===== config.mk =====
export PLATFORM = sky130hd
export DESIGN_NAME = wip_ram
export DESIGN_NICKNAME = d
export VERILOG_FILES = /design/src/rtl/wip_ram.sv
export SDC_FILE = /design/constraint.sdc
export NUM_CORES = 1
export LEC_CHECK = 0
export ABC_AREA = 1
export BUFFER_PORTS_ARGS = -buffer_cell sky130_fd_sc_hd__buf_2
export CELL_PAD_IN_SITES_DETAIL_PLACEMENT = 1
export CELL_PAD_IN_SITES_GLOBAL_PLACEMENT = 1
export CORE_MARGIN = 2
export CORE_UTILIZATION = 49
export CTS_CLUSTER_DIAMETER = 120
export DETAILED_ROUTE_END_ITERATION = 8
export PLACE_DENSITY_LB_ADDON = 0.1
export SYNTH_ARGS = -nofsm -noshare
export SYNTH_HDL_FRONTEND = slang
export SYNTH_SLANG_ARGS = --single-unit

===== constraint.sdc =====
create_clock -name clk -period 1.7 [get_ports clk]
set_clock_uncertainty 0.2 [all_clocks]
set_input_delay 0 -clock clk [delete_from_list [all_inputs] [get_ports clk]]
set_output_delay 0 -clock clk [all_outputs]
set_load 0.05 [all_outputs]

===== src/rtl/wip_ram.sv =====
// Generic single-write, single-read RAM with registered read data.
// No dependencies.
`timescale 1ns / 1ps
`default_nettype none

module wip_ram #(
  parameter int WIDTH = 8,
  parameter int DEPTH = 16
) (
  input  wire                     clk,
  input  wire                     we,
  input  wire [$clog2(DEPTH)-1:0] waddr,
  input  wire [WIDTH-1:0]         wdata,
  input  wire [$clog2(DEPTH)-1:0] raddr,
  output logic [WIDTH-1:0]        rdata
);

  logic [WIDTH-1:0] mem [DEPTH];

  always_ff @(posedge clk) begin
    if (we) begin
      mem[waddr] <= wdata;
    end
    rdata <= mem[raddr];
  end

endmodule

`default_nettype wire


# Word level (Yosys, flattened, before mapping)
# Memories as Yosys holds them, arrays and structs flattened. A register that Yosys moved wholly into a read port is not among the register bits.
# Cells that the tools add are included.
[totals] n_memories=1 regBits=0 output_inout_bits=8 ram_bits=128 word_cells=3 input_bits=18
[memory_table] memory="mem" depth=16 word_bits=8 read_ports=1 rd_clocked_by_memory_dff=1 wr=1 line="18" source="logic [WIDTH-1:0] mem [DEPTH];"
[op_classes] mux=2
[op_table] op="1-bit two-way mux" n=2

# Depth between registers and ports, before layout
# Gate-level depths: netlist of the first run.
[depth] word_depth=2 depth_mapped=8 ltp_nobuf=7

# Worst setup path after synthesis of the first run
# OpenSTA, ideal clock, no wires.
[synth_timing] path_type="input to register" startpoint="input waddr[2]" endpoint="memory mem[10][0], enable pin" arrival_time_ns=0.581 path_buffers=0 t_required_ns=1.130 setup_ns=0.370 setup_slack_ns=0.549 cell_stages=2 path_cell_list="nand3b_1 nor2_1"
[synth_rtl] item="from (decl)" line="12" source="input wire [$clog2(DEPTH)-1:0] waddr,"
[synth_rtl] item="to (decl)" line="18"
# Straight into the memory's write port.

==> impl_metrics.tcl, run 1 <==
set metrics [dict create \
    horizontal_die_dimension_um 112.5 \
    port_buffers 25 \
    cell_depth_of_the_worst_flop_to_flop_path 6 \
    cp_slowest_cell "sky130_fd_sc_hd__dlygate4sd3_1" \
    fin_area_mm2 0.006725 \
    number_of_iterations_in_the_first_detailed_routing_pass 4 \
    timing.critical_path.fanout_max 16 \
    clk_transition_reported_paths_ps 50 \
    fin_nets 623 \
    die_height_um 112.5 \
    ios 26 \
    route.layer.met1.wl_mm 6.553 \
    insertion_delay_ps 420 \
    die-area_mm2 0.01265 \
    grt_overflow 0 \
    cts_tree "yes" \
    fin_crit_sh 0.9475 \
    num_vias 3944 \
    root_buffer "sky130_fd_sc_hd__clkbuf_16" \
    synth.yosys.seq_area_share 0.6943 \
    slew_violations 0 \
    post_synth_num_cell_types 12 \
    vias_per_cell 5.183 \
    setup_repair_after_global_routing_missed_its_margin "no" \
    route.antenna.remaining_nets 0 \
    met2RoutedLength_mm 7.269 \
    yosys_warnings 0 \
    syn-instance-count 551 \
    timing.critical_path.arrival_ps 1720 \
    netlist_top_cells_count "sky130_fd_sc_hd__nand2_1, sky130_fd_sc_hd__edfxtp_1, sky130_fd_sc_hd__inv_1" \
    final_worst_path_period_need_ps 1611 \
    netlist.area_leader.share 0.6665 \
    tns_ps 0 \
    hold_path_class "input pin to flip-flop" \
    post-route-util 0.5865 \
    max_cap_viols 0 \
    critical_path_depth 6 \
    finalWirelength_mm 14.83 \
    number_of_flops_mapped_to_enable_cells_by_yosys 128 \
    start_util 0.5029 \
    regToRegSetupSlack_ps 430 \
    postSynthRegisterBits 136 \
    largest_net_degree_at_the_start_of_global_routing 65 \
    detail_route.iter0.violations 280 \
    crit_path_max_incr_delay_ps 530 \
    synth_area_per_cell_um2 10.47 \
    crit_required_ps 1810 \
    crit-reg2reg-launch "mem[8][7]" \
    dpl-instance-area_mm2 0.006107 \
    status "complete, no violations" \
    timing.slew.headroom 0.6166 \
    worst_slew_pin_slew_ps 574.5 \
    setup.worst_path.end "rdata[7]" \
    mappedNetlistArea_mm2 0.005767 \
    cts_setup_buffers 0 \
    yosys_most_used_dff "sky130_fd_sc_hd__edfxtp_1" \
    netlist_top_cells_area "sky130_fd_sc_hd__edfxtp_1, sky130_fd_sc_hd__nand2_1, sky130_fd_sc_hd__nand3_1, sky130_fd_sc_hd__inv_1, sky130_fd_sc_hd__dfxtp_1" \
    deepest_clock_path_buffer_count 2 \
    met3WireLength_um 586 \
    std_cell_rows 39 \
    grt_pass1_wl_mm 23.78 \
    grt_pass1_vias 4326 \
    timing.critical_path.cells "dlygate4sd3_1, buf_2, inv_1, nand3_1, nand3_1, nand2_1" \
    yosys.area.top_type "sky130_fd_sc_hd__edfxtp_1" \
    place.detailed.hpwl_mm 9.215 \
    finalHoldViolCount 0 \
    power.static_leakage_nw 2.941 \
    worst_path_most_repeated_cell "sky130_fd_sc_hd__nand3_1" \
    grt_antenna_before_repair 0 \
    wl_per_cell_um 19.48 \
    timing.rr.end "rdata[7]" \
    post-synth-top-count-cell "sky130_fd_sc_hd__nand2_1" \
    critical_path_s_top_delay_family "buffers and inverters" \
    cts-buffers-inserted 17 \
    asyncSetResetFlopFracSynth 0 \
    final-setup-viol-count 0 \
    criticalPathCategory "input pin to flip-flop" \
    max_freq_mhz 620.8 \
    ir_drop_mv 0.9685 \
    synthesis.nets 569 \
    cts.sink_count 136 \
    clock_tree.htree_level_count 4 \
    grt_usage 0.2573 \
    core-area_mm2 0.01147 \
    pwr_density_cell_mw_per_mm2 1114 \
    worstSetupStartpoint "raddr[2]" \
    drive_above_1_share 0.1165 \
    place.gp.congestion 0.7677 \
    crit_buf_inv 3 \
    syn_to_final_growth_pct 16.62 \
    cp-start-kind "input pin" \
    drc 0 \
    setup.worst_path.end_class "flip-flop" \
    diodes 0 \
    top_layer_used "met4" \
]
## layout make-up
cell class / instances / area (um^2)
tap: 143 / 178.9
multi-input combinational: 289 / 1214
fill: 1229 / 4742
clock buffer: 26 / 469.2
sequential: 136 / 4004
timing repair buffer: 59 / 447.9
clock inverter: 6 / 28.78
inverter: 102 / 382.9
## cell usage in the layout, fill, tap and decap left out, types with 2 or more instances in the layout
master | synthesis | final
sky130_fd_sc_hd__clkinv_2 | 0 | 5
sky130_fd_sc_hd__clkbuf_16 | 0 | 17
sky130_fd_sc_hd__dlygate4sd3_1 | 0 | 12
sky130_fd_sc_hd__edfxtp_1 | 128 | 128
sky130_fd_sc_hd__nor2_1 | 17 | 17
sky130_fd_sc_hd__dfxtp_1 | 8 | 8
sky130_fd_sc_hd__buf_2 | 13 | 25
sky130_fd_sc_hd__nand3_1 | 97 | 97
sky130_fd_sc_hd__inv_2 | 2 | 2
sky130_fd_sc_hd__clkbuf_1 | 0 | 8
sky130_fd_sc_hd__buf_4 | 4 | 19
sky130_fd_sc_hd__buf_12 | 0 | 3
sky130_fd_sc_hd__nand2_1 | 173 | 173
sky130_fd_sc_hd__inv_1 | 100 | 100
sky130_fd_sc_hd__nand3b_1 | 2 | 2
## through the flow
step	std cells	setup WS, ps	power, mW	hold WS, ps
3_3_place_gp	717	202.8	4.379	187.1
6_report	761	89.17	7.489	43.91
5_1_grt	761	3.455	7.730	78.30
2_1_floorplan	551	549.2	4.178	-101.1
4_1_cts	761	88.77	7.555	26.17
3_5_place_dp	717	196.4	4.401	207.5
## registers in the layout (all words and copies together), names as in the netlist
name   cells
rdata      8
mem      128
## worst min path at each step
stage               startpoint        end  slack (ps)  cells after the start
CTS                   waddr[3]  mem[3][3]          30                      5
detailed placement    raddr[3]   rdata[1]         210                      3
finish                waddr[3]  mem[3][3]          40                      5
global route          waddr[2]  mem[5][4]          80                      4
global placement      raddr[3]   rdata[6]         190                      3
floorplan             wdata[0]  mem[0][0]        -100                      0
## tightest hold or removal path, cell delays in order
cell	delay, ps
sky130_fd_sc_hd__buf_2	110
sky130_fd_sc_hd__nor2_1	40
sky130_fd_sc_hd__nand2_1	110
sky130_fd_sc_hd__nor2_1	60
sky130_fd_sc_hd__buf_4	160
## timing repair
action / CTS / global route
hold buffers: 12 / 0
hold endpoints to repair: 139 / 0
gates resized for setup: 0 / 0
## where the power goes
group	switching [mW]	internal [mW]
Combinational	0.414	0.160
Clock	1.26	1.88
Sequential	0.0276	3.75
Total	1.70	5.79
## kinds of logic (layout without fill, tap and decap cells)
kind of cell / count (synthesis) / count (layout) / synth area share
and+or+nand+nor: 289 / 289 / 0.2105
DFF: 136 / 136 / 0.6943
buffers and inverters: 126 / 193 / 0.09525
## layer usage
layer / track usage / up-vias
met3: 0.05832 / 26
li1: - / 1884
met1: 0.3379 / 1939
met2: 0.4116 / 95
met5: 0 / -
met4: 0.1171 / 0
Note: power is estimated with default switching activity, not from simulation.
==> inputs of run 2 (changes only) <==
--- a/config.mk
+++ b/config.mk
@@ -10,10 +10,11 @@
 export CELL_PAD_IN_SITES_DETAIL_PLACEMENT = 1
 export CELL_PAD_IN_SITES_GLOBAL_PLACEMENT = 1
 export CORE_MARGIN = 2
-export CORE_UTILIZATION = 49
+export CORE_UTILIZATION = 51
+export CTS_BUF_LIST = sky130_fd_sc_hd__clkbuf_4 sky130_fd_sc_hd__clkbuf_8
 export CTS_CLUSTER_DIAMETER = 120
 export DETAILED_ROUTE_END_ITERATION = 8
-export PLACE_DENSITY_LB_ADDON = 0.1
+export PLACE_DENSITY = 0.87
 export SYNTH_ARGS = -nofsm -noshare
 export SYNTH_HDL_FRONTEND = slang
 export SYNTH_SLANG_ARGS = --single-unit
==> run 2 against run 1 <==
Compared with the run above:
- die area shrank 3.8%
- critical path depth unchanged
- critical endpoint is now rdata[1]
- via count is 5.5% higher
- maximum frequency increased by 7.0%
==> impl_metrics.tcl, run 2 (synthesis gave the netlist of run 1 again) <==
set metrics [dict create \
    sequentialPowerShare 0.545 \
    setup_repair_after_global_routing_missed_its_margin "no" \
    grt_usage 0.2923 \
    multiInputGateArea_mm2 0.001214 \
    drive_above_1_share 0.1280 \
    std_cell_rows 38 \
    criticalPathCategory "input pin to flip-flop" \
    finalWirelength_mm 16.18 \
    route.antenna.remaining_nets 0 \
    diodes 0 \
    die-area_mm2 0.01217 \
    p_int_mw 5.279 \
    crit-reg2reg-launch "mem[8][2]" \
    timing.rr.end "rdata[2]" \
    ir_drop_mv 0.6482 \
    place.gp.congestion 0.7888 \
    num_vias 4160 \
    syn_to_final_growth_pct 14.32 \
    largest_net_degree_at_the_start_of_global_routing 65 \
    cts.sink_count 136 \
    holdPathEnd "mem[2][0]" \
    clk_transition_reported_paths_ps 80 \
    fin_crit_sh 0.8857 \
    tns_ps 0 \
    cts_setup_buffers 0 \
    clock_tree.htree_level_count 4 \
    timing.slew.headroom 0.6332 \
    pwr_density_cell_mw_per_mm2 1049 \
    insertion_delay_ps 450 \
    power.static_leakage_nw 2.893 \
    hold_depth 4 \
    cp-start-kind "input pin" \
    core-area_mm2 0.01094 \
    grt_overflow 0 \
    crit_required_ps 1840 \
    timing.critical_path.fanout_max 16 \
    grt_pass1_wl_mm 24.81 \
    die_height_um 110.3 \
    final-setup-viol-count 0 \
    finalHoldViolCount 0 \
    top_reg_by_flops "mem" \
    deepest_clock_path_buffer_count 2 \
    cts_tree "yes" \
    clock_power_share 0.369 \
    worst_slew_pin_slew_ps 549.6 \
    power.net_switching_mw 1.638 \
    worstSetupStartpoint "raddr[2]" \
    largest_register_ffs 128 \
    number_of_iterations_in_the_first_detailed_routing_pass 4 \
    max_cap_viols 0 \
    drc 0 \
    worst_hold_slack_ps 44.85 \
    root_buffer "sky130_fd_sc_hd__clkbuf_8" \
    post-route-util 0.6029 \
    placed_cells 713 \
    grt_antenna_before_repair 0 \
    vias_per_cell 5.495 \
    max_freq_mhz 664.2 \
    place.detailed.hpwl_mm 9.499 \
    worst_hold_startpoint "waddr[1]" \
    start_util 0.5273 \
    final-instance-count-excl-fill 757 \
    setup.worst_path.end_class "flip-flop" \
    wl_per_cell_um 21.37 \
    horizontal_die_dimension_um 110.3 \
    cell_depth_of_the_worst_flop_to_flop_path 6 \
    ios 26 \
    regToRegSetupSlack_ps 390 \
    slew_violations 0 \
    port_buffers 25 \
    grt_pass1_vias 4481 \
    power.share.switching 0.2368 \
    fillCellCount 1207 \
    layout.area.seq_mm2 0.004004 \
    detail_route.iter0.violations 275 \
    reg.largest.list "mem: 128 flops, rdata: 8 flops" \
    timing.critical_path.arrival_ps 1650 \
    hold_path_class "input pin to flip-flop" \
    cts-buffers-inserted 17 \
    comb_power_share 0.086 \
    status "complete, no violations" \
    final_worst_path_period_need_ps 1506 \
    cells_resized_by_post_cts_repair 0 \
    fin_nets 622 \
    final_cell_mix "sky130_fd_sc_hd__nand2_1, sky130_fd_sc_hd__edfxtp_1, sky130_fd_sc_hd__inv_1" \
    mostFrequentLayoutCell "sky130_fd_sc_hd__nand2_1" \
]
## run 2: changes by cell type in the layout (fill, tap and decap cells not counted), sizes merged
cell	change
clkinv	-2
bufinv	+1
clkbuf	+1
buf	-1
## run 2: cell type report
type,count,area share
multi-input cells,289,0.1841
well taps,140,0.02657
clock buffers,27,0.04972
repair buffers,58,0.06681
inverters,102,0.05808
flip-flops and latches,136,0.6073
clock inverters,5,0.007402
## run 2: metrics by stage
step           setup WS (ps)  power, mW  cell area, um^2
3_5_place_dp           321.8      4.398             6096
2_1_floorplan          549.2      4.178             5767
6_report               194.3      6.917             6593
4_1_cts                244.8      6.934             6593
3_3_place_gp           317.1      4.361             6096
5_1_grt                118.7      7.130             6593
## run 2: power by group through the flow
stage | clock network [mW] | registers (mW) | logic [mW]
3_5_place_dp | 0 | 3.84 | 0.555
4_1_cts | 2.58 | 3.77 | 0.586
5_1_grt | 2.72 | 3.77 | 0.639
6_report | 2.55 | 3.77 | 0.593
3_3_place_gp | 0 | 3.84 | 0.524
2_1_floorplan | 0 | 3.91 | 0.264
## run 2: layer usage
metal  share of wire  up-vias  GRT usage
met2            0.51      152     0.4952
met1            0.41     2099     0.3715
li1                -     1876          -
met4           0.023        0     0.1080
met3           0.061       33    0.06232
met5               0        -          0
## run 2: worst max-delay path, cell delays in order
cell and delay (ps):
sky130_fd_sc_hd__dlygate4sd3_1 550, sky130_fd_sc_hd__buf_2 190, sky130_fd_sc_hd__inv_1 430, sky130_fd_sc_hd__nand3_1 230, sky130_fd_sc_hd__nand3_1 180, sky130_fd_sc_hd__nand2_1 60
## run 2: how the worst max path moves through the flow
stage	endpoint	slack (ps)
2_1_floorplan	mem[10][0]	550
3_3_place_gp	rdata[1]	320
3_5_place_dp	rdata[1]	320
4_1_cts	rdata[1]	240
5_1_grt	rdata[1]	120
6_report	rdata[1]	190
## run 2: repair_timing
item / in CTS / in global routing
endpoints found under the hold margin: 144 / 0
setup endpoints to repair: 0 / 0
hold buffers: 12 / 0
