## src/rtl/wip_pkg.sv

```systemverilog
// Package for the weighted pool-adjacent-violators engine: widths, codes,
// the block record kept in the stack RAM and the comparator request.
// No dependencies.
`timescale 1ns / 1ps
`default_nettype none

package wip_pkg;

  localparam int MAX_POINTS = 1024;
  localparam int ADDR_W     = $clog2(MAX_POINTS);
  localparam int CNT_W      = $clog2(MAX_POINTS + 1);

  // Fixed field widths
  localparam int OP_W   = 2;
  localparam int VAL_W  = 24;
  localparam int WIN_W  = 16;
  localparam int IDX_W  = 10;
  localparam int END_W  = 10;
  localparam int MEAN_W = 24;
  localparam int STAT_W = 2;

  // Block store widths
  localparam int SUM_W = 51;
  localparam int WGT_W = 26;

  // Cross-multiply unit: sums split in a low unsigned limb and a high signed limb
  localparam int LIMB_W = 26;
  localparam int MUL_W  = LIMB_W + 1;
  localparam int PROD_W = 2 * MUL_W;
  localparam int ACC_W  = SUM_W + WGT_W + 1;

  // Stream widths
  localparam int IN_DATA_W  = 56;
  localparam int OUT_DATA_W = 48;
  localparam int OUT_USED_W = CNT_W + END_W + MEAN_W;

  typedef enum logic [OP_W-1:0] {
    OP_CLEAR = 2'd0,
    OP_PUSH  = 2'd1,
    OP_READ  = 2'd2,
    OP_NONE  = 2'd3
  } op_t;

  typedef enum logic [STAT_W-1:0] {
    ST_OK        = 2'd0,
    ST_FULL      = 2'd1,
    ST_ZERO_WGT  = 2'd2,
    ST_BAD_INDEX = 2'd3
  } status_t;

  typedef enum logic [3:0] {
    S_IDLE,
    S_PUSH,
    S_CHECK,
    S_FETCH,
    S_CMP,
    S_RD_WAIT,
    S_DIV_GO,
    S_DIV,
    S_OUT
  } state_t;

  typedef struct packed {
    logic [END_W-1:0]        last;
    logic [WGT_W-1:0]        weight;
    logic signed [SUM_W-1:0] sum;
  } blk_t;

  // Request to the comparator: is sp*wt >= st*wp ?
  typedef struct packed {
    logic signed [SUM_W-1:0] sp;
    logic [WGT_W-1:0]        wt;
    logic signed [SUM_W-1:0] st;
    logic [WGT_W-1:0]        wp;
  } cmp_req_t;

endpackage

`default_nettype wire

```

## src/rtl/wip_div.sv

```systemverilog
// Restoring divider for block means: signed 51-bit sum over unsigned 26-bit
// weight, one quotient bit per cycle, truncated toward zero.
// Depends on wip_pkg.
`timescale 1ns / 1ps
`default_nettype none

module wip_div (
  input  wire                                clk,
  input  wire                                rst,
  input  wire                                start,
  input  wire signed [wip_pkg::SUM_W-1:0]    dividend,
  input  wire [wip_pkg::WGT_W-1:0]           divisor,
  output logic                               done,
  output logic signed [wip_pkg::MEAN_W-1:0]  quotient
);

  localparam int DSH_W = wip_pkg::WGT_W + wip_pkg::MEAN_W - 1;
  localparam int STEP_W = $clog2(wip_pkg::MEAN_W);

  logic                        busy;
  logic [STEP_W-1:0]           cnt;
  logic                        neg;
  logic [wip_pkg::SUM_W-1:0]   rem;
  logic [DSH_W-1:0]            dsh;
  logic [wip_pkg::MEAN_W-1:0]  q;
  logic [wip_pkg::SUM_W-1:0]   dsh_ext;
  logic                        fit;

  // Quotient magnitude never exceeds 2^23, so the divisor starts shifted by 23.
  assign dsh_ext = wip_pkg::SUM_W'(dsh);
  assign fit     = (rem >= dsh_ext);

  always_ff @(posedge clk) begin
    if (rst) begin
      busy <= 1'b0;
      done <= 1'b0;
      cnt  <= '0;
    end else begin
      done <= busy && (cnt == '0);
      if (start) begin
        busy <= 1'b1;
        cnt  <= STEP_W'(wip_pkg::MEAN_W - 1);
      end else if (busy) begin
        cnt <= cnt - STEP_W'(1);
        if (cnt == '0) begin
          busy <= 1'b0;
        end
      end
    end
  end

  always_ff @(posedge clk) begin
    if (start) begin
      neg <= dividend[wip_pkg::SUM_W-1];
      rem <= dividend[wip_pkg::SUM_W-1] ? (wip_pkg::SUM_W'(0) - dividend) : dividend;
      dsh <= {divisor, {(wip_pkg::MEAN_W - 1){1'b0}}};
      q   <= '0;
    end else if (busy) begin
      if (fit) begin
        rem <= rem - dsh_ext;
      end
      q   <= {q[wip_pkg::MEAN_W-2:0], fit};
      dsh <= dsh >> 1;
    end
  end

  assign quotient = neg ? (wip_pkg::MEAN_W'(0) - q) : q;

endmodule

`default_nettype wire

```

## config.mk

```make
export PLATFORM = sky130hd
export DESIGN_NAME = wip_div
export DESIGN_NICKNAME = d
export VERILOG_FILES = /design/src/rtl/wip_pkg.sv /design/src/rtl/wip_div.sv
export SDC_FILE = /design/constraint.sdc
export NUM_CORES = 1
export LEC_CHECK = 0
export BUFFER_PORTS_ARGS = -buffer_cell sky130_fd_sc_hd__clkbuf_2
export CORE_MARGIN = 2
export CORE_UTILIZATION = 50
export CTS_CLUSTER_DIAMETER = 50
export DETAILED_ROUTE_END_ITERATION = 10
export PLACE_DENSITY = 0.75
export RECOVER_POWER = 50
export SLEW_MARGIN = 20
export SYNTH_ARGS = -nofsm -noshare
export SYNTH_HDL_FRONTEND = slang
export SYNTH_SLANG_ARGS = --single-unit
export TNS_END_PERCENT = 100
```

## constraint.sdc

```tcl
create_clock -name clk -period 5.8 [get_ports clk]
set_input_delay 0.29 -clock clk [delete_from_list [all_inputs] [get_ports clk]]
set_output_delay 0.29 -clock clk [all_outputs]
set_load 0.02 [all_outputs]
```

Word-level counts from Yosys, hierarchy flattened

Cells that the tools add are included.
W data, S select, Z words.

Add/sub/neg operators: 4
Magnitude comparators: 1
Muxes and demuxes: 12
Reductions and logical operators: 6

Operator list:

| operator                | count |
|---|---|
| $mux W51                | 4 |
| $mux W49                | 2 |
| $ge A51 B49 Y1          | 1 |
| $sub A1 B51 Y51 const A | 1 |
| $sub A51 B49 Y51        | 1 |
| $mux W24                | 1 |
| $sub A1 B24 Y24 const A | 1 |
| $mux W5                 | 2 |
| $logic_not A5 Y1        | 1 |
| $sub A5 B1 Y5 const B   | 1 |
| $reduce_bool A2 Y1      | 2 |
| $mux W1                 | 3 |
| $reduce_and A2 Y1       | 1 |
| $reduce_or A2 Y1        | 1 |
| $logic_and A1 B1 Y1     | 1 |

Register bits: 132
Output and inout port bits: 25

Depth between registers and ports, before layout

Gate-level depths: netlist of the first run.

Depth after elaboration: 4
Gate-level depth with buffers: 13

Worst setup path after synthesis of the first run

OpenSTA, ideal clock, no wires.

Path type: register to register
Start: register rem[18] (netlist bit)
End: register rem[0] (netlist bit), enable pin
Arrival: 3.087 ns
Required time: 5.198 ns
Path slack: 2.111 ns
Cell stages (with the launch flop): 11
Buffers on the path: 0
Path through: edfxtp_1 -> ha_1 -> a211o_1 -> a21oi_1 -> a32o_1 -> o22a_1 -> o21ai_0 -> o21ai_0 -> o2111ai_1 -> nand2_1 -> nand2_1

Word-level cells in the longest chain between the ends: 3

RTL lines:

| element                      | line          | RTL |
|---|---|---|
| start: declaration           | wip_div.sv:23 | `logic [wip_pkg::SUM_W-1:0] rem;` |
| start signal: assignment     | wip_div.sv:55 | `rem <= dividend[wip_pkg::SUM_W-1] ? (wip_pkg::SUM_W'(0) - dividend) : dividend;` |
| start signal: assignment     | wip_div.sv:60 | `rem <= rem - dsh_ext;` |
| $ge A51 B49 Y1               | wip_div.sv:31 | `assign fit = (rem >= dsh_ext);` |
| $reduce_bool A2 Y1 (no line) | --            |  |
| $reduce_and A2 Y1 (no line)  | --            |  |

No other way between the ends.
A chain may end at the register's enable or synchronous reset.

Worst setup path in the final report of the first run

Start: input port start
End: register dsh[26], data pin

Word-level cells in the longest chain between the ends: 1

RTL lines:

| element                | line          | RTL |
|---|---|---|
| start: declaration     | wip_div.sv:10 | `input wire start,` |
| $mux W49               | wip_div.sv:53 | `if (start) begin` |
| end signal: assignment | wip_div.sv:56 | `dsh <= {divisor, {(wip_pkg::MEAN_W - 1){1'b0}}};` |
| end signal: assignment | wip_div.sv:63 | `dsh <= dsh >> 1;` |
| end: declaration       | wip_div.sv:24 | `logic [DSH_W-1:0] dsh;` |

No other way between the ends.

==> results.ini, run 1 <==
[yosys]
ys.flop_type = edfxtp_1
synth.top_cell.area_share = 0.2434
yosysUniqueCellTypes = 62
synth_seq_cells = 132
synthCells = 1112
synthTopCellsByCount = 120 x nand2_1, 97 x nor2_1, 87 x a21oi_1, 87 x o21ai_0, 78 x edfxtp_1
yosysMostFrequentCell = nand2_1
synth_edf_count = 78
synth-seq-area-share = 0.3557
async_flop_share = 0
synth_area_leaders = edfxtp_1 24%, dfxtp_1 11%, xnor2_1 7.0%, ha_1 6.9%, mux2i_1 5.0%
synth_area_sq_um = 9624
synth.net_count = 1246
synth_area_leader_cell = edfxtp_1
avgSynthCellArea_sq_um = 8.655
ys_warn_count = 0

[power_and_ir_drop]
leakage_nw = 4.357
powerDensity_nw_per_um2 = 364.3
vdd_drop_max_uv = 232.2
finalPower_mw = 3.944

[worst_setup_path]
required_ps = 5970
reg2regPathDepth = 12
startpoint = start
worst-setup-path-type = primary input to register
r2r_end = rem[23]
startpoint_type = primary input
r2r_slack_ps = 2040
r2r-start = dsh[18]
path_max_fanout = 93
cp.arrival_ps = 4520
setup.worst_path.end_class = register

[placed_design]
placed_area_sq_um = 10280
io_buffers = 104
gp_congestion = 0.9543
hpwl_um = 17190

[route]
drt_iter0_drc = 698
drt-vias-per-instance = 5.783
first_pass_iters = 5
wl_per_cell_um = 16.47
wl_um = 23660
via_count = 8310
drtAntennaViolNets = 0
drc = 0

[cts]
cts_root_buf = clkbuf_16
cts_buffers = 17
tritoncts = built
clk_pin_slew_worst_paths_ps = 60
ctsResizeCount = 0
postCtsSetupRepairBufs = 0
clock_path_buffers = 2
clk_latency_ps = 430
h-tree-depth = 4
clkSinkCount = 132
postCtsHoldBufs = 0

[sta]
slew_violations = 290
fin_crit_sh = 0.7503
skew_ps = 7.662
hold_viol = 0
finalCriticalPeriod_ps = 4351
setup_viol = 0
holdWs_ps = 135.2
grt_setup_unrepaired = no
slew_headroom = -0.6891
fin_setup_tns_ps = 0
fmax_mhz = 229.8
worst_slew_pin_slew_ps = 2534

[min_path]
hold-path-endpoint = busy
hp-start = rst
holdCritPathClass = primary input to register
holdPathStages = 2

[final_layout]
nFillCells = 1699
final_area_sq_um = 10830
drive_above_1_share = 0.1331
regArea_sq_um = 3427
syn_to_final_growth_pct = 12.49
nets = 1323
multi_input_area_sq_um = 5742
fin_util = 0.5769

[flow_run]
timing.max_cap.violations = 5

[floorplan]
die_h_um = 142.7
start_util = 0.5128
die_area_sq_um = 20370
io_pins = 105
die_w_um = 142.7
fp.coreArea_sq_um = 18770
rows = 50

[global_route]
overflow = 0
grt_pass1_wl_um = 38440
grt_usage = 0.2372
grt_max_degree = 94
grt_pass1_vias = 7801
antenna_found_initial = 0

[status]
status = finished, violations left
violations = capacitance limit, slew limit

layout make-up:
type                    count  share of cell area
diodes                      1           0.0002311
clock buffers              17             0.03929
clock inverters            15             0.01294
inverters                  70             0.02427
multi-input cells         860              0.5303
flip-flops and latches    132              0.3165
well taps                 234             0.02704
repair buffers            108             0.04935
sequential cells by signal, summed over array words and instances (netlist names):
register	flops
done	1
rem	51
dsh	49
cnt	5
busy	1
neg	1
q	24
power breakdown:
group          switching, mW  leakage (nW)  internal [mW]  total, mW
Combinational           1.00          2.85          0.667       1.67
Sequential            0.0638          1.23           1.18       1.24
Clock                  0.467         0.282          0.568       1.03
Total                   1.53          4.36           2.41       3.94
cell families (layout without fill, tap and decap cells):
kind of cell	after synthesis	in the layout	synth area share
AND/OR/NAND/NOR	332	332	0.1637
AO/OA/AOI/OAI	308	308	0.2044
flip-flops	132	132	0.3557
buffers and inverters	120	210	0.04797
XOR/XNOR	118	118	0.1074
adder cells (fa/ha/maj)	54	54	0.07098
multiplexers	48	48	0.04992
other	0	1	0
worst max path at each step:
stage / cells after the start / end / slack (ps)
final: 4 / dsh[26] / 1450
after global routing: 4 / dsh[23] / 1000
after CTS: 10 / quotient[23] / 1930
after detailed placement: 11 / rem[46] / 2130
after global placement: 11 / rem[46] / 2220
after floorplan: 10 / rem[0] / 2110
layout by cell type (no fill, tap or decap), types with 4 or more instances in the layout:
master and n:
clkbuf_2 97, or4b_2 4, o21a_1 8, inv_1 69, inv_6 6, o21bai_1 9
nand2b_1 5, o41ai_2 4, a31oi_1 6, nor3_1 11, and2_1 5, nor2b_1 7
ha_1 53, xnor2_1 77, o211ai_1 8, dfxtp_1 53, a21o_1 28, a211oi_1 8
a21boi_0 5, clkbuf_16 17, or2_2 12, o41ai_1 7, or4_1 7, a21oi_1 87
nor2_1 97, clkbuf_1 9, nand3_1 8, a22o_1 8, xor2_1 41, mux2i_1 48
and3_1 9, o21ai_0 87, nor4_1 5, nand2_1 119, nand4_1 13, o31ai_1 21
or3_1 14, o2111ai_1 5, edfxtp_1 78
metrics by stage:
stage          setup WS [ps]  cells
2_1_floorplan           2111   1112
6_report                1449   1437
3_3_place_gp            2223   1404
4_1_cts                 1931   1436
5_1_grt                998.8   1436
3_5_place_dp            2131   1404
per-layer routing:
| metal | up-vias | track usage | wire length, um |
|---|---|---|---|
| li1 | 4151 | - | - |
| met1 | 3870 | 0.3224 | 10950 |
| met2 | 256 | 0.3851 | 10960 |
| met3 | 33 | 0.03756 | 1270 |
| met4 | 0 | 0.08286 | 478 |
| met5 | - | 0 | 0 |
critical path, stage by stage:
cell      delay [ps]
clkbuf_1        1760
clkbuf_2        1560
nor2b_1          480
a22o_1           330
No activity file was read; power rests on OpenSTA's default activity.
==> run 2, diff against run 1 <==
ABC_AREA = 1   (was unset)
PLACE_DENSITY = 0.74   (was 0.75)
clock period = 4.03 ns   (was 5.8 ns; I/O delays follow)
==> results.ini, run 2 <==
[status]
status = finished, violations left
violations = capacitance limit, slew limit

[floorplan]
fp.coreArea_sq_um = 22780  ; +21%
die_h_um = 156.8  ; +9.9%
rows = 55  ; +10%
io_pins = 105  ; unchanged
die_area_sq_um = 24600  ; +21%
start_util = 0.5128  ; about the same
die_w_um = 156.8  ; +9.9%

[route]
drt_iter0_drc = 1147  ; +64%
wl_um = 39610  ; +67%
drt-vias-per-instance = 5.349  ; -7.5%
drtAntennaViolNets = 0  ; unchanged
first_pass_iters = 6  ; +1
wl_per_cell_um = 16.98  ; +3.1%
via_count = 12479  ; +50%
drc = 0  ; unchanged

[cts]
cts_root_buf = clkbuf_16
postCtsSetupRepairBufs = 0  ; unchanged
tritoncts = built
clock_path_buffers = 2  ; unchanged
h-tree-depth = 4  ; unchanged
clk_latency_ps = 440  ; about the same
clk_pin_slew_worst_paths_ps = 70  ; about the same
cts_buffers = 17  ; unchanged
clkSinkCount = 132  ; unchanged
ctsResizeCount = 0  ; unchanged
postCtsHoldBufs = 0  ; unchanged

[flow_run]
timing.max_cap.violations = 4  ; -1

[power_and_ir_drop]
leakage_nw = 6.734  ; +55%
vdd_drop_max_uv = 248.1  ; +6.9%
powerDensity_nw_per_um2 = 438.0  ; +20%

[yosys]
synth_top_family_by_area = simple AND/OR/NAND/NOR gates
synthMuxAreaShare = 0  ; -0.04992
yosys.area_share.simple = 0.3780  ; +0.2144
synth_area_sq_um = 11680  ; +21%
async_flop_share = 0  ; unchanged
ys_warn_count = 0  ; unchanged
synth-seq-area-share = 0.2931  ; -0.06260
synth-compound-area-share = 0.1201  ; -0.08428
synth_seq_cells = 132  ; unchanged
synthAdderAreaFrac = 0.05849  ; -0.01249
synth_area_leaders = nand2_1 20%, edfxtp_1 20%, inv_1 12%, dfxtp_1 9.3%, nand3_1 5.7%
synthCells = 1910  ; +72%
ys.flop_type = edfxtp_1
yosysUniqueCellTypes = 47  ; -24%
synth_area_leader_cell = nand2_1
yosysMostFrequentCell = nand2_1
synth.top_cell.area_share = 0.2031  ; -0.04026
avgSynthCellArea_sq_um = 6.115  ; -29%
synth_edf_count = 78  ; unchanged
synth.net_count = 2044  ; +64%
synthTopCellsByCount = 632 x nand2_1, 359 x inv_1, 172 x nor2_1
synth_xor_area_frac = 0.02025  ; -0.08714

[worst_setup_path]
cp.arrival_ps = 3290  ; -1230 ps
reg2regPathDepth = 12  ; unchanged
cp_slowest_cell = ha_1
setup.worst_path.end_class = register
cpPeakStageDelay_ps = 460  ; -1300 ps
r2r_end = rem[47]
r2r_slack_ps = 840  ; -1200 ps
r2r-start = rem[26]
path_buf_inv = 2  ; unchanged
crit_chain = ha_1, nand2_1, inv_1, nand2_1, nor2_1, nand2_1, nor3b_1, nand4_1, nand3_1, nand2_1, nand2_2, buf_12
worst-setup-path-type = register to register
crit_family = simple AND/OR/NAND/NOR gates
required_ps = 4130  ; -1840 ps
crit_top_cell = nand2_1
startpoint_type = register
path_max_fanout = 51  ; -45%

[sta]
hold_viol = 0  ; unchanged
finalCriticalPeriod_ps = 3190
fin_setup_tns_ps = 0  ; unchanged
fin_crit_sh = 0.7916
worst_slew_pin_slew_ps = 2407  ; -127.1 ps
skew_ps = 15.08  ; +7.423 ps
fmax_mhz = 313.5
slew_violations = 210  ; -28%
setup_viol = 0  ; unchanged
setup_ws_ps = 840.0  ; -608.5 ps
grt_setup_unrepaired = no
slew_headroom = -0.6044  ; +0.08475

[global_route]
grt_max_degree = 83  ; -12%
grt_pass1_wl_um = 60900  ; +58%
grt_usage = 0.3257  ; +0.08854
grt_pass1_vias = 11255  ; +44%
antenna_found_initial = 1  ; +1
overflow = 0  ; unchanged

[final_layout]
nets = 2140  ; +62%
drive_above_1_share = 0.07479  ; -0.05832
layout_common_cells = 632 x nand2_1, 360 x inv_1, 172 x nor2_1
largest_register_ffs = 51  ; unchanged
layout_commonest_cell = nand2_1
top_regs = rem: 51 flops, dsh: 49 flops, q: 24 flops
syn_to_final_growth_pct = 11.58
largest_register = rem

[placed_design]
hpwl_um = 31620  ; +84%
gp_congestion = 0.9989  ; +4.7%
io_buffers = 104  ; unchanged
place_ws_ps = 968.3  ; -1163 ps

[min_path]
hold-path-endpoint = busy
holdPathStages = 2  ; unchanged
holdCritPathClass = primary input to register
hp-start = rst

## run 2: cell count changes in the layout (fill, tap and decap cells not counted), sizes merged, moves of 76 or more
cell	delta
nand3	+128
nor2	+87
nand2	+519
inv	+292
xnor2	-76
## run 2: cell families (layout without fill, tap and decap cells)
kind of cell / after synthesis / count (layout)
adders and majority gates: 54 / 54
xor gates and xnor gates: 27 / 27
DFF: 132 / 132
buffers and inverters: 399 / 508
and+or+nand+nor: 1045 / 1045
other: 0 / 1
AOI/OAI and AO/OA: 253 / 253
## run 2: routing by layer
| layer | GRT usage | vias to the layer above | part of all wire |
|---|---|---|---|
| met4 | 0.1048 | 0 | 0.026 |
| met5 | 0 | - | 0 |
| li1 | - | 6293 | - |
| met1 | 0.4654 | 5635 | 0.46 |
| met3 | 0.05400 | 52 | 0.089 |
| met2 | 0.5004 | 499 | 0.43 |
## run 2: cell type report
class | count | area, sq um
Antenna cell | 1 | 2.502
Clock buffer | 21 | 460.4
Clock inverter | 11 | 88.84
Fill cell | 2388 | 9746
Inverter | 363 | 1363
Multi-Input combinational cell | 1379 | 6738
Sequential cell | 132 | 3423
Tap cell | 313 | 391.6
Timing Repair Buffer | 113 | 565.5
## run 2: power breakdown
group / internal [mW] / switching (mW)
clock: 0.836 / 0.679
sequential: 1.63 / 0.0652
combinational: 0.765 / 1.73
## run 2: worst reg2reg max path, stage by stage, from the launching register on
cell      delay [ps]
edfxtp_1         450
ha_1             460
nand2_1          110
inv_1             80
nand2_1          140
nor2_1           250
nand2_1          180
nor3b_1          320
nand4_1          180
nand3_1          160
nand2_1           80
nand2_2           90
buf_12           320
## run 2: per-stage QoR
step / hold slack [ps] / utilization / instance area, sq um / power [mW] / instances
finish: 14.52 / 0.5722 / 13030 / 5.708 / 2333
global route: 21.14 / 0.5720 / 13030 / 6.068 / 2332
CTS: 9.067 / 0.5737 / 13070 / 5.671 / 2332
detailed placement: 463.0 / 0.5496 / 12520 / 4.153 / 2300
global placement: 452.2 / 0.5496 / 12520 / 4.132 / 2300
floorplan: 270.6 / - / 11680 / 3.421 / 1910
## run 2: how the worst max path moves through the flow
stage                       start  endpoint  slack, ps  cells after the start
after floorplan           rem[18]    rem[0]        910                     11
after global placement    rem[26]    rem[3]        960                     12
after detailed placement  rem[26]    rem[3]        970                     12
after CTS                 rem[26]   rem[10]        940                     12
after global routing         busy     q[16]        600                      4
final                     rem[26]   rem[47]        840                     12
==> run 3, diff against run 2 <==
ABC_AREA = 0   (was 1)
PLACE_DENSITY = 0.77   (was 0.74)
clock period = 2.6 ns   (was 4.03 ns; I/O delays follow)
==> results.ini, run 3 (synthesis results as in run 1) <==
[status]
status = finished, violations left
violations = setup timing

[floorplan]
die_w_um = 142.7  ; -9.0%
io_pins = 105  ; unchanged
die_h_um = 142.7  ; -9.0%
rows = 50  ; -9.1%
fp.coreArea_sq_um = 18770  ; -18%
start_util = 0.5128  ; about the same
die_area_sq_um = 20370  ; -17%

[route]
drtAntennaViolNets = 0  ; unchanged
wl_per_cell_um = 20.57  ; +21%
first_pass_iters = 6  ; unchanged
drc = 0  ; unchanged
drt_iter0_drc = 996  ; -13%
via_count = 10550  ; -15%
drt-vias-per-instance = 6.155  ; +15%
wl_um = 35250  ; -11%

[worst_setup_path]
r2r_slack_ps = -840  ; -1680 ps
cpPeakStageDelay_ps = 500  ; +40 ps
crit_chain = inv_2, nand2_2, or4_4, or2_4, or3_4, or3_4, or4_4, o41ai_4, xnor2_2, clkbuf_8
cp_slowest_cell = or4_4
path_max_fanout = 4  ; -92%
startpoint_type = register
cp.arrival_ps = 3360  ; +70 ps
setup.worst_path.end_class = output pin
reg2regPathDepth = 14  ; +2
r2r-start = dsh[14]
critPathCapture = quotient[19]
required_ps = 2470  ; -1660 ps
worst-setup-path-type = register to output pin
crit_family = simple AND/OR/NAND/NOR gates
startpoint = q[0]
r2r_end = rem[4]
path_buf_inv = 2  ; unchanged
worst-path-stages = 10  ; -2

[placed_design]
gp_congestion = 0.9243  ; -7.5%
placed_area_sq_um = 12130  ; -3.1%
io_buffers = 104  ; unchanged
hpwl_um = 19580  ; -38%

[final_layout]
layout_commonest_cell = buf_4
layout_common_cells = 208 x buf_4, 109 x nand2_1, 91 x clkbuf_2
drive_above_1_share = 0.3736  ; +0.2989
antenna_cells = 0  ; -1
fin_util = 0.7663  ; +0.1942
largest_register_ffs = 51  ; unchanged
syn_to_final_growth_pct = 49.44
nets = 1601  ; -25%
final_area_sq_um = 14380  ; +10%
top_regs = rem: 51 flops, dsh: 49 flops, q: 24 flops
largest_register = rem

[cts]
clkSinkCount = 132  ; unchanged
cts_root_buf = clkbuf_16
cts_buffers = 17  ; unchanged
clk_pin_slew_worst_paths_ps = 60  ; about the same
clk_latency_ps = 450  ; about the same
tritoncts = built
h-tree-depth = 4  ; unchanged
clock_path_buffers = 2  ; unchanged

[global_route]
overflow = 0  ; unchanged
grt_pass1_wl_um = 47720  ; -22%
grt_max_degree = 68  ; -18%
grt_usage = 0.2922  ; -0.03357
grt_pass1_vias = 9941  ; -12%
antenna_found_initial = 0  ; -1

[flow_run]
timing.max_cap.violations = 0  ; -4

[sta]
fin_setup_tns_ps = -59400  ; -59400 ps
setup_viol = 100  ; +100
worst_slew_pin_slew_ps = 1380  ; -1026 ps
holdWs_ps = 5.052  ; -9.471 ps
fin_crit_sh = 1.344
grt_setup_unrepaired = yes
hold_viol = 0  ; unchanged
slew_violations = 0  ; -100%
setup_ws_ps = -894.6  ; -1735 ps
fmax_mhz = 286.2
skew_ps = 9.917  ; -5.168 ps
slew_headroom = 0.07974  ; +0.6841
finalCriticalPeriod_ps = 3495

[min_path]
holdCritPathClass = primary input to register

[power_and_ir_drop]
leakage_nw = 6.111  ; -9.3%
powerDensity_nw_per_um2 = 833.2  ; +90%
vdd_drop_max_uv = 600.6  ; +140%

## run 3: cell types whose count changed in the layout (fill, tap and decap cells not counted), sizes merged, moves of 18 or more
| cell | previous run | this run |
|---|---|---|
| inv | 371 | 80 |
| a21o | 3 | 28 |
| nand2 | 639 | 120 |
| o22ai | 48 | 0 |
| xnor2 | 1 | 77 |
| nor2 | 184 | 97 |
| dlygate4sd3 | 0 | 26 |
| o31ai | 3 | 21 |
| mux2i | 0 | 48 |
| nand3 | 136 | 8 |
| buf | 5 | 257 |
| o21ai | 112 | 89 |
| nand4 | 34 | 13 |
## run 3: cell type report
| cell class | count | area, sq um |
|---|---|---|
| Timing Repair Buffer | 386 | 3039 |
| Sequential cell | 132 | 3427 |
| Clock inverter | 12 | 100.1 |
| Inverter | 70 | 262.8 |
| Tap cell | 234 | 292.8 |
| Clock buffer | 20 | 500.5 |
| Multi-Input combinational cell | 860 | 6760 |
| Fill cell | 1099 | 4385 |
## run 3: worst register-to-register path, stage by stage, from the launching register on
cell,delay (ps)
dfxtp_1,340
inv_1,60
ha_1,430
nand4_1,320
buf_4,250
a21oi_1,280
o31ai_4,190
o21ai_2,280
o21ai_2,110
o2111ai_2,210
nand2_2,140
nand2_8,140
buf_6,130
buf_6,130
buf_6,130
## run 3: how the worst min path moves through the flow
stage                           from      end  slack, ps  depth (start not counted)
after floorplan                  rst   cnt[0]        200                          1
after global placement           rst     busy        400                          2
after detailed placement         rst     busy        410                          2
after CTS                 divisor[3]  dsh[26]          4                          2
after global routing      divisor[3]  dsh[26]          7                          2
final                     divisor[3]  dsh[26]          5                          2
## run 3: report_power, final
part	leakage [nW]	total, mW	switching, mW	internal (mW)
clock	0.302	2.51	1.09	1.42
combinational	4.58	6.66	3.51	3.15
sequential	1.23	2.81	0.175	2.63
total	6.11	12.0	4.78	7.21
## run 3: stage by stage
step | power, mW | std cells | worst slack (ps)
finish | 11.98 | 1714 | -894.6
global route | 12.41 | 1714 | -961.4
CTS | 10.75 | 1706 | -822.0
detailed placement | 7.460 | 1609 | -440.8
global placement | 7.374 | 1609 | -381.0
floorplan | 5.701 | 1112 | -220.6
## run 3: what timing repair did
| action | CTS | global route |
|---|---|---|
| endpoints found under the hold margin | 32 | 0 |
| pin swaps | 57 | 71 |
| setup endpoints to repair | 93 | 103 |
| setup buffers | 38 | 25 |
| cloned | 4 | 1 |
| hold buffers | 26 | 0 |
| resized for setup | 118 | 120 |
## run 3: routing by layer
metal | wire (um) | track usage
met4 | 2321 | 0.1355
met2 | 16990 | 0.5051
met5 | 0 | 0
met1 | 13230 | 0.3553
met3 | 2710 | 0.05030
